File: config.mk
export PLATFORM = sky130hd
export DESIGN_NAME = strict_string_to_integer_top_flat
export DESIGN_NICKNAME = d
export VERILOG_FILES = /design/src/rtl/ssti_pkg.sv /design/src/rtl/ssti_if.sv /design/src/rtl/ssti_front.sv /design/src/rtl/ssti_queue.sv /design/src/rtl/ssti_back.sv /design/src/rtl/strict_string_to_integer_top.sv /design/src/flat_wrapper.sv
export SDC_FILE = /design/constraint.sdc
export NUM_CORES = 1
export LEC_CHECK = 0
export ABC_AREA = 1
export BUFFER_PORTS_ARGS = -buffer_cell sky130_fd_sc_hd__buf_2
export CAP_MARGIN = 40
export CORE_UTILIZATION = 55
export DETAILED_ROUTE_END_ITERATION = 8
export MAX_ROUTING_LAYER = met4
export PLACE_DENSITY_LB_ADDON = 0.15
export SLEW_MARGIN = 25
export SYNTH_ARGS = -nofsm -noshare
export SYNTH_HDL_FRONTEND = slang
export SYNTH_HIERARCHICAL = 1
export SYNTH_SLANG_ARGS = --single-unit
File: constraint.sdc
create_clock -name clk -period 10.3 [get_ports clk]
set_input_delay 2.06 -clock clk [delete_from_list [all_inputs] [get_ports clk]]
set_output_delay 2.06 -clock clk [all_outputs]
set_load 0.01 [all_outputs]
File: src/rtl/ssti_pkg.sv
// Shared types and constants for the strict string-to-integer parser.
`default_nettype none
package ssti_pkg;

	// result status codes
	localparam logic [1:0] ST_OK      = 2'd0;
	localparam logic [1:0] ST_INVALID = 2'd1;
	localparam logic [1:0] ST_RANGE   = 2'd2;

	// target width codes
	localparam logic [1:0] WC_8  = 2'd0;
	localparam logic [1:0] WC_16 = 2'd1;
	localparam logic [1:0] WC_32 = 2'd2;
	localparam logic [1:0] WC_64 = 2'd3;

	// configuration register indexes
	localparam logic [1:0] REG_RADIX  = 2'd0;
	localparam logic [1:0] REG_WIDTH  = 2'd1;
	localparam logic [1:0] REG_SIGNED = 2'd2;

	// characters
	localparam logic [7:0] CH_PLUS  = 8'h2B;
	localparam logic [7:0] CH_MINUS = 8'h2D;
	localparam logic [7:0] CH_0     = 8'h30;
	localparam logic [7:0] CH_9     = 8'h39;
	localparam logic [7:0] CH_UA    = 8'h41;
	localparam logic [7:0] CH_UZ    = 8'h5A;
	localparam logic [7:0] CH_LA    = 8'h61;
	localparam logic [7:0] CH_LZ    = 8'h7A;
	localparam logic [7:0] CH_LX    = 8'h78;
	localparam logic [7:0] CH_UX    = 8'h58;

	// one classified character or terminator
	typedef struct packed {
		logic       is_end;
		logic       is_sign;
		logic       is_minus;
		logic       is_zero;
		logic       is_x;
		logic       dig_ok;
		logic [5:0] dig_val;
	} item_t;

endpackage
`default_nettype wire

File: src/rtl/ssti_if.sv
// Handshake interfaces for the character stream and the result stream.
`default_nettype none
interface ssti_char_if;
	logic       valid;
	logic       ready;
	logic [7:0] char_byte;
	logic       end_mark;
	modport source (output valid, char_byte, end_mark, input ready);
	modport sink (input valid, char_byte, end_mark, output ready);
endinterface

interface ssti_result_if;
	logic        valid;
	logic        ready;
	logic [63:0] value;
	logic [1:0]  status;
	modport source (output valid, value, status, input ready);
	modport sink (input valid, value, status, output ready);
endinterface
`default_nettype wire

File: src/rtl/ssti_front.sv
// Front end: accepts characters and classifies them for the parse engine.
`default_nettype none
module ssti_front (
	ssti_char_if.sink      chars,
	input  wire logic      q_full,
	output logic           push,
	output ssti_pkg::item_t item
);
	import ssti_pkg::*;

	logic [7:0] c;

	assign c = chars.char_byte;
	assign chars.ready = !q_full;
	assign push = chars.valid && !q_full;

	always_comb begin
		item = '0;
		item.is_end   = chars.end_mark;
		item.is_sign  = (c == CH_PLUS) || (c == CH_MINUS);
		item.is_minus = (c == CH_MINUS);
		item.is_zero  = (c == CH_0);
		item.is_x     = (c == CH_LX) || (c == CH_UX);
		priority if (c >= CH_0 && c <= CH_9) begin
			item.dig_ok  = 1'b1;
			item.dig_val = 6'(c - CH_0);
		end else if (c >= CH_LA && c <= CH_LZ) begin
			item.dig_ok  = 1'b1;
			item.dig_val = 6'(c - CH_LA + 8'd10);
		end else if (c >= CH_UA && c <= CH_UZ) begin
			item.dig_ok  = 1'b1;
			item.dig_val = 6'(c - CH_UA + 8'd10);
		end else begin
			item.dig_ok  = 1'b0;
			item.dig_val = '0;
		end
	end

endmodule
`default_nettype wire

File: src/rtl/ssti_queue.sv
// Two-entry queue between the front end and the parse engine.
`default_nettype none
module ssti_queue (
	input  wire logic            clk,
	input  wire logic            arst_n,
	input  wire logic            push,
	input  wire ssti_pkg::item_t wr_item,
	input  wire logic            pop,
	output logic                 full,
	output logic                 nonempty,
	output ssti_pkg::item_t      head
);
	import ssti_pkg::*;

	item_t      mem_q [2];
	logic [1:0] cnt_q;
	logic       wp_q;
	logic       rp_q;

	assign full     = (cnt_q == 2'd2);
	assign nonempty = (cnt_q != 2'd0);
	assign head     = mem_q[rp_q];

	always_ff @(posedge clk or negedge arst_n) begin
		if (!arst_n) begin
			cnt_q <= '0;
			wp_q  <= 1'b0;
			rp_q  <= 1'b0;
		end else begin
			if (push) wp_q <= !wp_q;
			if (pop)  rp_q <= !rp_q;
			unique case ({push, pop})
				2'b10:   cnt_q <= cnt_q + 2'd1;
				2'b01:   cnt_q <= cnt_q - 2'd1;
				default: cnt_q <= cnt_q;
			endcase
		end
	end

	always_ff @(posedge clk) begin
		if (push) mem_q[wp_q] <= wr_item;
	end

endmodule
`default_nettype wire

File: src/rtl/ssti_back.sv
// Parse engine: sign/prefix handling, digit accumulation and the final range check.
`default_nettype none
module ssti_back #(
	parameter int ACC_BITS = 64
) (
	input  wire logic            clk,
	input  wire logic            arst_n,
	input  wire logic            head_valid,
	input  wire ssti_pkg::item_t head,
	output logic                 pop,
	input  wire logic [5:0]      radix,
	input  wire logic [1:0]      width_code,
	input  wire logic            signed_mode,
	ssti_result_if.source        results
);
	import ssti_pkg::*;

	localparam logic [2:0] PH_START        = 3'd0;
	localparam logic [2:0] PH_AFTER_SIGN   = 3'd1;
	localparam logic [2:0] PH_ZERO_PENDING = 3'd2;
	localparam logic [2:0] PH_NEED_DIGIT   = 3'd3;
	localparam logic [2:0] PH_DIGITS       = 3'd4;

	localparam logic [5:0]  RADIX_OCT = 6'd8;
	localparam logic [5:0]  RADIX_DEC = 6'd10;
	localparam logic [5:0]  RADIX_HEX = 6'd16;
	localparam logic [63:0] TOP_BIT   = 64'h8000_0000_0000_0000;

	logic [2:0]          phase_q, phase_d;
	logic [ACC_BITS-1:0] acc_q, acc_d;
	logic                neg_q, neg_d;
	logic [5:0]          arad_q, arad_d;
	logic [1:0]          err_q, err_d;

	logic                res_valid_q;
	logic [63:0]         value_q;
	logic [1:0]          status_q;

	logic                first_char;
	logic [5:0]          r_first;
	logic [5:0]          r_use;
	logic [ACC_BITS+5:0] prod;
	logic [ACC_BITS+6:0] sum;
	logic                dig_bad;
	logic                ovf;

	logic [1:0]          fin_st;
	logic [63:0]         fin_val;
	logic [63:0]         r64;
	logic [63:0]         vs;
	logic [63:0]         sx;
	logic [63:0]         um;
	logic                u_fit;

	assign pop = head_valid && (!head.is_end || !res_valid_q || results.ready);

	// digit step: one 64x6 product, add and overflow test
	assign first_char = (phase_q == PH_START) || (phase_q == PH_AFTER_SIGN);
	assign r_first = (radix != 6'd0) ? radix : (head.is_zero ? RADIX_OCT : RADIX_DEC);
	assign r_use   = first_char ? r_first : arad_q;
	assign prod    = (ACC_BITS+6)'(acc_q) * (ACC_BITS+6)'(r_use);
	assign sum     = (ACC_BITS+7)'(prod) + (ACC_BITS+7)'(head.dig_val);
	assign ovf     = (sum[ACC_BITS+6:ACC_BITS] != '0);
	assign dig_bad = !head.dig_ok || (head.dig_val >= r_use);

	always_comb begin
		phase_d = phase_q;
		acc_d   = acc_q;
		neg_d   = neg_q;
		arad_d  = arad_q;
		err_d   = err_q;
		if (err_q == ST_OK) begin
			if (phase_q == PH_START && head.is_sign) begin
				neg_d   = head.is_minus;
				phase_d = PH_AFTER_SIGN;
			end else if (first_char && head.is_zero) begin
				arad_d  = r_first;
				phase_d = PH_ZERO_PENDING;
			end else if (phase_q == PH_ZERO_PENDING && head.is_x) begin
				phase_d = PH_NEED_DIGIT;
				if (radix == 6'd0) arad_d = RADIX_HEX;
			end else begin
				// leading zero before this digit leaves the accumulator at zero
				if (first_char) arad_d = r_first;
				phase_d = PH_DIGITS;
				priority if (dig_bad) begin
					err_d = ST_INVALID;
				end else if (ovf) begin
					err_d = ST_RANGE;
				end else begin
					acc_d = sum[ACC_BITS-1:0];
				end
			end
		end
	end

	// terminator: final status and target-width check
	assign r64 = 64'(acc_q);
	assign vs  = neg_q ? (64'd0 - r64) : r64;

	always_comb begin
		unique case (width_code)
			WC_8: begin
				sx    = {{56{vs[7]}}, vs[7:0]};
				um    = {56'd0, vs[7:0]};
				u_fit = (r64[63:8] == '0);
			end
			WC_16: begin
				sx    = {{48{vs[15]}}, vs[15:0]};
				um    = {48'd0, vs[15:0]};
				u_fit = (r64[63:16] == '0);
			end
			WC_32: begin
				sx    = {{32{vs[31]}}, vs[31:0]};
				um    = {32'd0, vs[31:0]};
				u_fit = (r64[63:32] == '0);
			end
			default: begin
				sx    = vs;
				um    = vs;
				u_fit = 1'b1;
			end
		endcase

		fin_val = '0;
		priority if (err_q != ST_OK) begin
			fin_st = err_q;
		end else if (phase_q != PH_DIGITS && phase_q != PH_ZERO_PENDING) begin
			fin_st = ST_INVALID;
		end else if (signed_mode) begin
			if ((neg_q ? (r64 > TOP_BIT) : r64[63]) || (sx != vs)) begin
				fin_st = ST_RANGE;
			end else begin
				fin_st  = ST_OK;
				fin_val = vs;
			end
		end else begin
			if (!u_fit) begin
				fin_st = ST_RANGE;
			end else begin
				fin_st  = ST_OK;
				fin_val = um;
			end
		end
	end

	always_ff @(posedge clk or negedge arst_n) begin
		if (!arst_n) begin
			phase_q     <= PH_START;
			acc_q       <= '0;
			neg_q       <= 1'b0;
			arad_q      <= '0;
			err_q       <= ST_OK;
			res_valid_q <= 1'b0;
		end else begin
			if (pop && head.is_end) begin
				phase_q     <= PH_START;
				acc_q       <= '0;
				neg_q       <= 1'b0;
				arad_q      <= '0;
				err_q       <= ST_OK;
				res_valid_q <= 1'b1;
			end else begin
				if (pop) begin
					phase_q <= phase_d;
					acc_q   <= acc_d;
					neg_q   <= neg_d;
					arad_q  <= arad_d;
					err_q   <= err_d;
				end
				if (results.ready) res_valid_q <= 1'b0;
			end
		end
	end

	always_ff @(posedge clk) begin
		if (pop && head.is_end) begin
			value_q  <= fin_val;
			status_q <= fin_st;
		end
	end

	assign results.valid  = res_valid_q;
	assign results.value  = value_q;
	assign results.status = status_q;

endmodule
`default_nettype wire

File: src/rtl/strict_string_to_integer_top.sv
// Strict string-to-integer parser: APB registers, front end, queue and parse engine.
//
// Usage: characters of one numeral arrive on the chars channel, one per
// transaction, and an item with end_mark set closes the numeral. Each
// terminator yields exactly one transaction on the results channel carrying
// value and status (0 ok, 1 invalid syntax, 2 out of range); other items give
// no result. radix, width_code and signed_mode are written over APB while the
// parser is idle.
// Throughput is one item per cycle while no held result blocks a terminator:
// the front end classifies each character and the parse engine performs a
// single 64x6 multiply-add per digit. A terminator is written into the queue,
// and its result is then registered in the output register.
// When the results receiver stalls, the held result waits in the output
// register; characters keep flowing into the two-entry queue and the engine
// keeps consuming them until the next terminator reaches it, then the queue
// fills and chars.ready drops.
// Reset clears the parse state and the queue and sets radix 0 (auto-detect),
// width_code 3 (64 bits) and signed_mode 0.
`default_nettype none
module strict_string_to_integer_top #(
	parameter int ACC_BITS = 64
) (
	input  wire logic        clk,
	input  wire logic        arst_n,
	input  wire logic        psel,
	input  wire logic        penable,
	input  wire logic        pwrite,
	input  wire logic [3:0]  paddr,
	input  wire logic [31:0] pwdata,
	output logic [31:0]      prdata,
	output logic             pready,
	ssti_char_if.sink        chars,
	ssti_result_if.source    results
);
	import ssti_pkg::*;

	logic [5:0] radix_q;
	logic [1:0] width_code_q;
	logic       signed_mode_q;
	logic [1:0] reg_idx;
	logic       wr_en;

	logic  q_full;
	logic  q_nonempty;
	logic  push;
	logic  pop;
	item_t f_item;
	item_t q_head;

	assign pready  = 1'b1;
	assign reg_idx = paddr[3:2];
	assign wr_en   = psel && penable && pwrite;

	always_ff @(posedge clk or negedge arst_n) begin
		if (!arst_n) begin
			radix_q       <= 6'd0;
			width_code_q  <= WC_64;
			signed_mode_q <= 1'b0;
		end else if (wr_en) begin
			unique case (reg_idx)
				REG_RADIX:  radix_q       <= pwdata[5:0];
				REG_WIDTH:  width_code_q  <= pwdata[1:0];
				REG_SIGNED: signed_mode_q <= pwdata[0];
				default: ;
			endcase
		end
	end

	always_comb begin
		unique case (reg_idx)
			REG_RADIX:  prdata = {26'd0, radix_q};
			REG_WIDTH:  prdata = {30'd0, width_code_q};
			REG_SIGNED: prdata = {31'd0, signed_mode_q};
			default:    prdata = '0;
		endcase
	end

	ssti_front u_front (
		.chars  (chars),
		.q_full (q_full),
		.push   (push),
		.item   (f_item)
	);

	ssti_queue u_queue (
		.clk      (clk),
		.arst_n   (arst_n),
		.push     (push),
		.wr_item  (f_item),
		.pop      (pop),
		.full     (q_full),
		.nonempty (q_nonempty),
		.head     (q_head)
	);

	ssti_back #(
		.ACC_BITS (ACC_BITS)
	) u_back (
		.clk         (clk),
		.arst_n      (arst_n),
		.head_valid  (q_nonempty),
		.head        (q_head),
		.pop         (pop),
		.radix       (radix_q),
		.width_code  (width_code_q),
		.signed_mode (signed_mode_q),
		.results     (results)
	);

endmodule
`default_nettype wire
File: src/flat_wrapper.sv
// flat-port wrapper written by rule: the top's interface ports become plain ports
module strict_string_to_integer_top_flat import ssti_pkg::*;
#(
	parameter int ACC_BITS = 64
)
  (clk, arst_n, psel, penable, pwrite, paddr, pwdata, prdata, pready, chars_valid, chars_char_byte, chars_end_mark, chars_ready, results_valid, results_value, results_status, results_ready);
  ssti_char_if chars_i ();
  ssti_result_if results_i ();
  input  wire logic clk;
  input  wire logic arst_n;
  input  wire logic psel;
  input  wire logic penable;
  input  wire logic pwrite;
  input  wire logic [3:0] paddr;
  input  wire logic [31:0] pwdata;
  output logic [31:0] prdata;
  output logic pready;
  input wire logic [$bits(chars_i.valid)-1:0] chars_valid;
  input wire logic [$bits(chars_i.char_byte)-1:0] chars_char_byte;
  input wire logic [$bits(chars_i.end_mark)-1:0] chars_end_mark;
  output wire logic [$bits(chars_i.ready)-1:0] chars_ready;
  output wire logic [$bits(results_i.valid)-1:0] results_valid;
  output wire logic [$bits(results_i.value)-1:0] results_value;
  output wire logic [$bits(results_i.status)-1:0] results_status;
  input wire logic [$bits(results_i.ready)-1:0] results_ready;
  assign chars_i.valid = chars_valid;
  assign chars_i.char_byte = chars_char_byte;
  assign chars_i.end_mark = chars_end_mark;
  assign chars_ready = chars_i.ready;
  assign results_valid = results_i.valid;
  assign results_value = results_i.value;
  assign results_status = results_i.status;
  assign results_i.ready = results_ready;
  strict_string_to_integer_top #(.ACC_BITS(ACC_BITS)) u_core (.clk(clk), .arst_n(arst_n), .psel(psel), .penable(penable), .pwrite(pwrite), .paddr(paddr), .pwdata(pwdata), .prdata(prdata), .pready(pready), .chars(chars_i), .results(results_i));
endmodule
==> run metrics <==
status completed; critical path arrival 8.73 ns; GPL Wtd Cong 1.01; IO buf count 97; FFs w/ async S/R, synth 50.0%; Core Area 43500 µm²; CP required 10.68 ns; Sink Count 180; largest cells by area after synthesis fa_1, nor2_1, nand2_1; clk buf depth 2; Design Area, Final 26000 µm²; largest net degree at the start of global routing 76; GRT Total Usage 36.8%; Slowest-stage cell, CP nand2_4; Hold Path Class reg -> reg; most frequent cells in the layout nor2_1, nand2_1, inv_1, fa_1, nand3_1; final max-slew violation count 0; row cnt 76; most common cell after layout, fill and taps aside nor2_1; P_int 3.37 mW; ys flop type edfxtp_1; Seq cells post-synth 180; vias in the first global route 22500; combinational fraction of design power 76.2%; Yosys cell types 54; clock slew at the register clock pins of the worst setup and hold paths 0.07 ns; clock root cell clkbuf_16; YS warnings 6; Worst path max stage delay 0.61 ns; number of setup buffers added after CTS 0; TritonCTS clock tree yes; initial antenna violation count 2; Clock power frac 8.3%; routed len/inst 19.1 µm; final setup margin 1.95 ns; dpl ws 2.07 ns; r2r startpoint u_core/u_back/phase_q[1]$_DFFE_PN0P_; synthesized area 24400 µm²; Buf/Inv on CP 7; global-route wire length before repair 121000 µm; Via density 5.63; Post-synth EDFFs 90; CP dominant cell by count nor2_1; sw frac 58.3%; Filler Cells Inserted 4178; GRT overflow 0; Seq/Total Area, Yosys 20.3%; fin crit share 81.0%; final setup fails 0; worst hold slack 0.497 ns; Mapped Cells 3375; Synth Area per Inst 7.23 µm²; Hold Crit Start u_core/u_queue/cnt_q[1]$_DFFE_PN0P_; min cycle time layout 8.35 ns; worst r2r path cells 30; Multi-input gate area 17600 µm²; slew at the pin closest to its max-slew limit 0.900 ns; Startpoint Class register; P_sw 4.70 mW; RSZ-0062 raised after global routing no; hpwl dp 63100 µm; Antenna Nets Post-Route 0; ratio of cells with drive above 1 in the final layout 7.45%; TritonCTS buffer count 17; Clock Latency Late Sink 0.50 ns; Peak VDD IR 0.271 mV; register area 4960 µm²; critical path type reg -> reg; remaining routing DRC violations 0; Synth top area share 20.7%; Hold Buf Count CTS 0; Area Overhead vs Synth 6.59%; Net count, final 3895; Placed Area 25400 µm²; Fin Setup TNS 0 ns; H-tree depth 4; First-pass DRT Iterations 5; Fin. Hold Viols 0; post_cts resized 0; Max Freq 120 MHz; final wirelength 76700 µm; Die ar. 45200 µm²; Flop pwr share 15.5%; Die X 213 µm; slew margin rel. 40.0%; Worst R2R End u_core/u_back/acc_q[38]$_DFFE_PN0P_; max-cap violations 0; CP endpoint kind register; Hold Path Stages 2; worst reg-to-reg setup slack 1.95 ns; Leak 13.2 nW; Starting Density 56.2%; Top Family by Delay on Critical Path simple AND/OR/NAND/NOR gates; hold endpoint u_core/u_queue/cnt_q[1]$_DFFE_PN0P_; worst-case clock skew 0.0166 ns; pwr/cell area 310 nW/µm²; via count 22700; top cell type by total area after synthesis fa_1; height of the die 213 µm; Max FO, Critical Path 64; DR iter-0 viols 1754; Ports 153
[logic make-up (layout without fill, tap and decap cells)]
| group | count (synthesis) | after routing | synth area share [%] |
|---|---|---|---|
| other cells | 2 | 28 | 0.0308 |
| buf+inv | 476 | 514 | 8.27 |
| compound gates | 342 | 342 | 8.02 |
| flops | 180 | 180 | 20.3 |
| simple gates | 1893 | 1893 | 31.9 |
| fa+ha+maj | 418 | 418 | 29.2 |
| xor+xnor | 64 | 64 | 2.33 |
[flip-flops by register name, summed over array words and instances, names as in the netlist]
register,count
u_core/u_queue/wp_q,1
u_core/signed_mode_q,1
u_core/u_back/results.status,2
u_core/u_queue/rp_q,1
u_core/u_back/phase_q,3
u_core/u_queue/mem_q,24
u_core/width_code_q,2
u_core/u_back/acc_q,64
u_core/radix_q,6
u_core/u_back/arad_q,6
u_core/u_back/results.value,64
u_core/u_back/results.valid,1
u_core/u_queue/cnt_q,2
u_core/u_back/err_q,2
u_core/u_back/neg_q,1
[worst min-delay path, stage by stage, from the launching register on]
cell and delay (ns):
dfrtp_1 0.35, nand2_1 0.06, nand2_1 0.05
[through the flow]
step | utilization (%) | power [mW] | cells
after global routing | 59.9 | 8.89 | 4024
after CTS | 59.8 | 8.01 | 4022
after detailed placement | 58.5 | 7.29 | 3990
final | 59.9 | 8.07 | 4024
after floorplan | - | 5.61 | 3400
after global placement | 58.1 | 7.11 | 3984
[layer usage]
metal | track usage (%) | vias to the layer above | share of wire [%] | routed length (µm)
met2 | 56.3 | 948 | 45 | 34800
met5 | - | - | 0 | 0
met3 | 10.3 | 164 | 9.4 | 7210
li1 | - | 10800 | - | -
met1 | 45.3 | 10800 | 41 | 31500
met4 | 16.5 | 0 | 4.2 | 3250
[power by group through the flow]
stage | registers [mW] | clock network (mW) | logic [mW]
finish | 1.25 | 0.671 | 6.15
global route | 1.28 | 0.705 | 6.90
CTS | 1.24 | 0.686 | 6.08
detailed placement | 1.26 | 0 | 6.03
global placement | 1.26 | 0 | 5.85
floorplan | 1.25 | 0 | 4.36
[cells in the mapped netlist (all sizes together) (21+ instances only)]
cell type and instances:
fa 252, ha 166, a21oi 141, edfxtp 90, nand4 35, nor2 808, inv 347, buf 66
clkbuf 50, xnor2 21, xor2 43, dfrtp 88, nand3 204, nor3 25, o21ai 121, nand2 797
[how the worst max path moves through the flow]
| stage | endpoint | startpoint | slack [ns] | cells past startpoint |
|---|---|---|---|---|
| floorplan | u_core/u_back/acc_q[2]$_DFFE_PN0P_ | u_core/u_back/phase_q[1]$_DFFE_PN0P_ | 4.16 | 38 |
| global placement | u_core/u_back/acc_q[48]$_DFFE_PN0P_ | u_core/u_back/phase_q[1]$_DFFE_PN0P_ | 2.08 | 34 |
| detailed placement | u_core/u_back/acc_q[41]$_DFFE_PN0P_ | u_core/u_back/phase_q[1]$_DFFE_PN0P_ | 2.07 | 29 |
| CTS | u_core/u_back/acc_q[41]$_DFFE_PN0P_ | u_core/u_back/phase_q[1]$_DFFE_PN0P_ | 2.05 | 30 |
| global route | u_core/u_back/acc_q[46]$_DFFE_PN0P_ | u_core/u_back/phase_q[1]$_DFFE_PN0P_ | 1.42 | 30 |
| finish | u_core/u_back/acc_q[38]$_DFFE_PN0P_ | u_core/u_back/phase_q[1]$_DFFE_PN0P_ | 1.95 | 30 |
[layout make-up]
| type | instances | area share (%) |
|---|---|---|
| multi-input combinational | 2744 | 67.6 |
| sequential | 180 | 19.1 |
| inverter | 360 | 5.21 |
| timing repair buffer | 122 | 3.01 |
| tap | 585 | 2.81 |
| clock buffer | 17 | 1.63 |
| clock inverter | 15 | 0.649 |
| antenna | 1 | 0.00962 |
(Power assumes the default switching activity.)
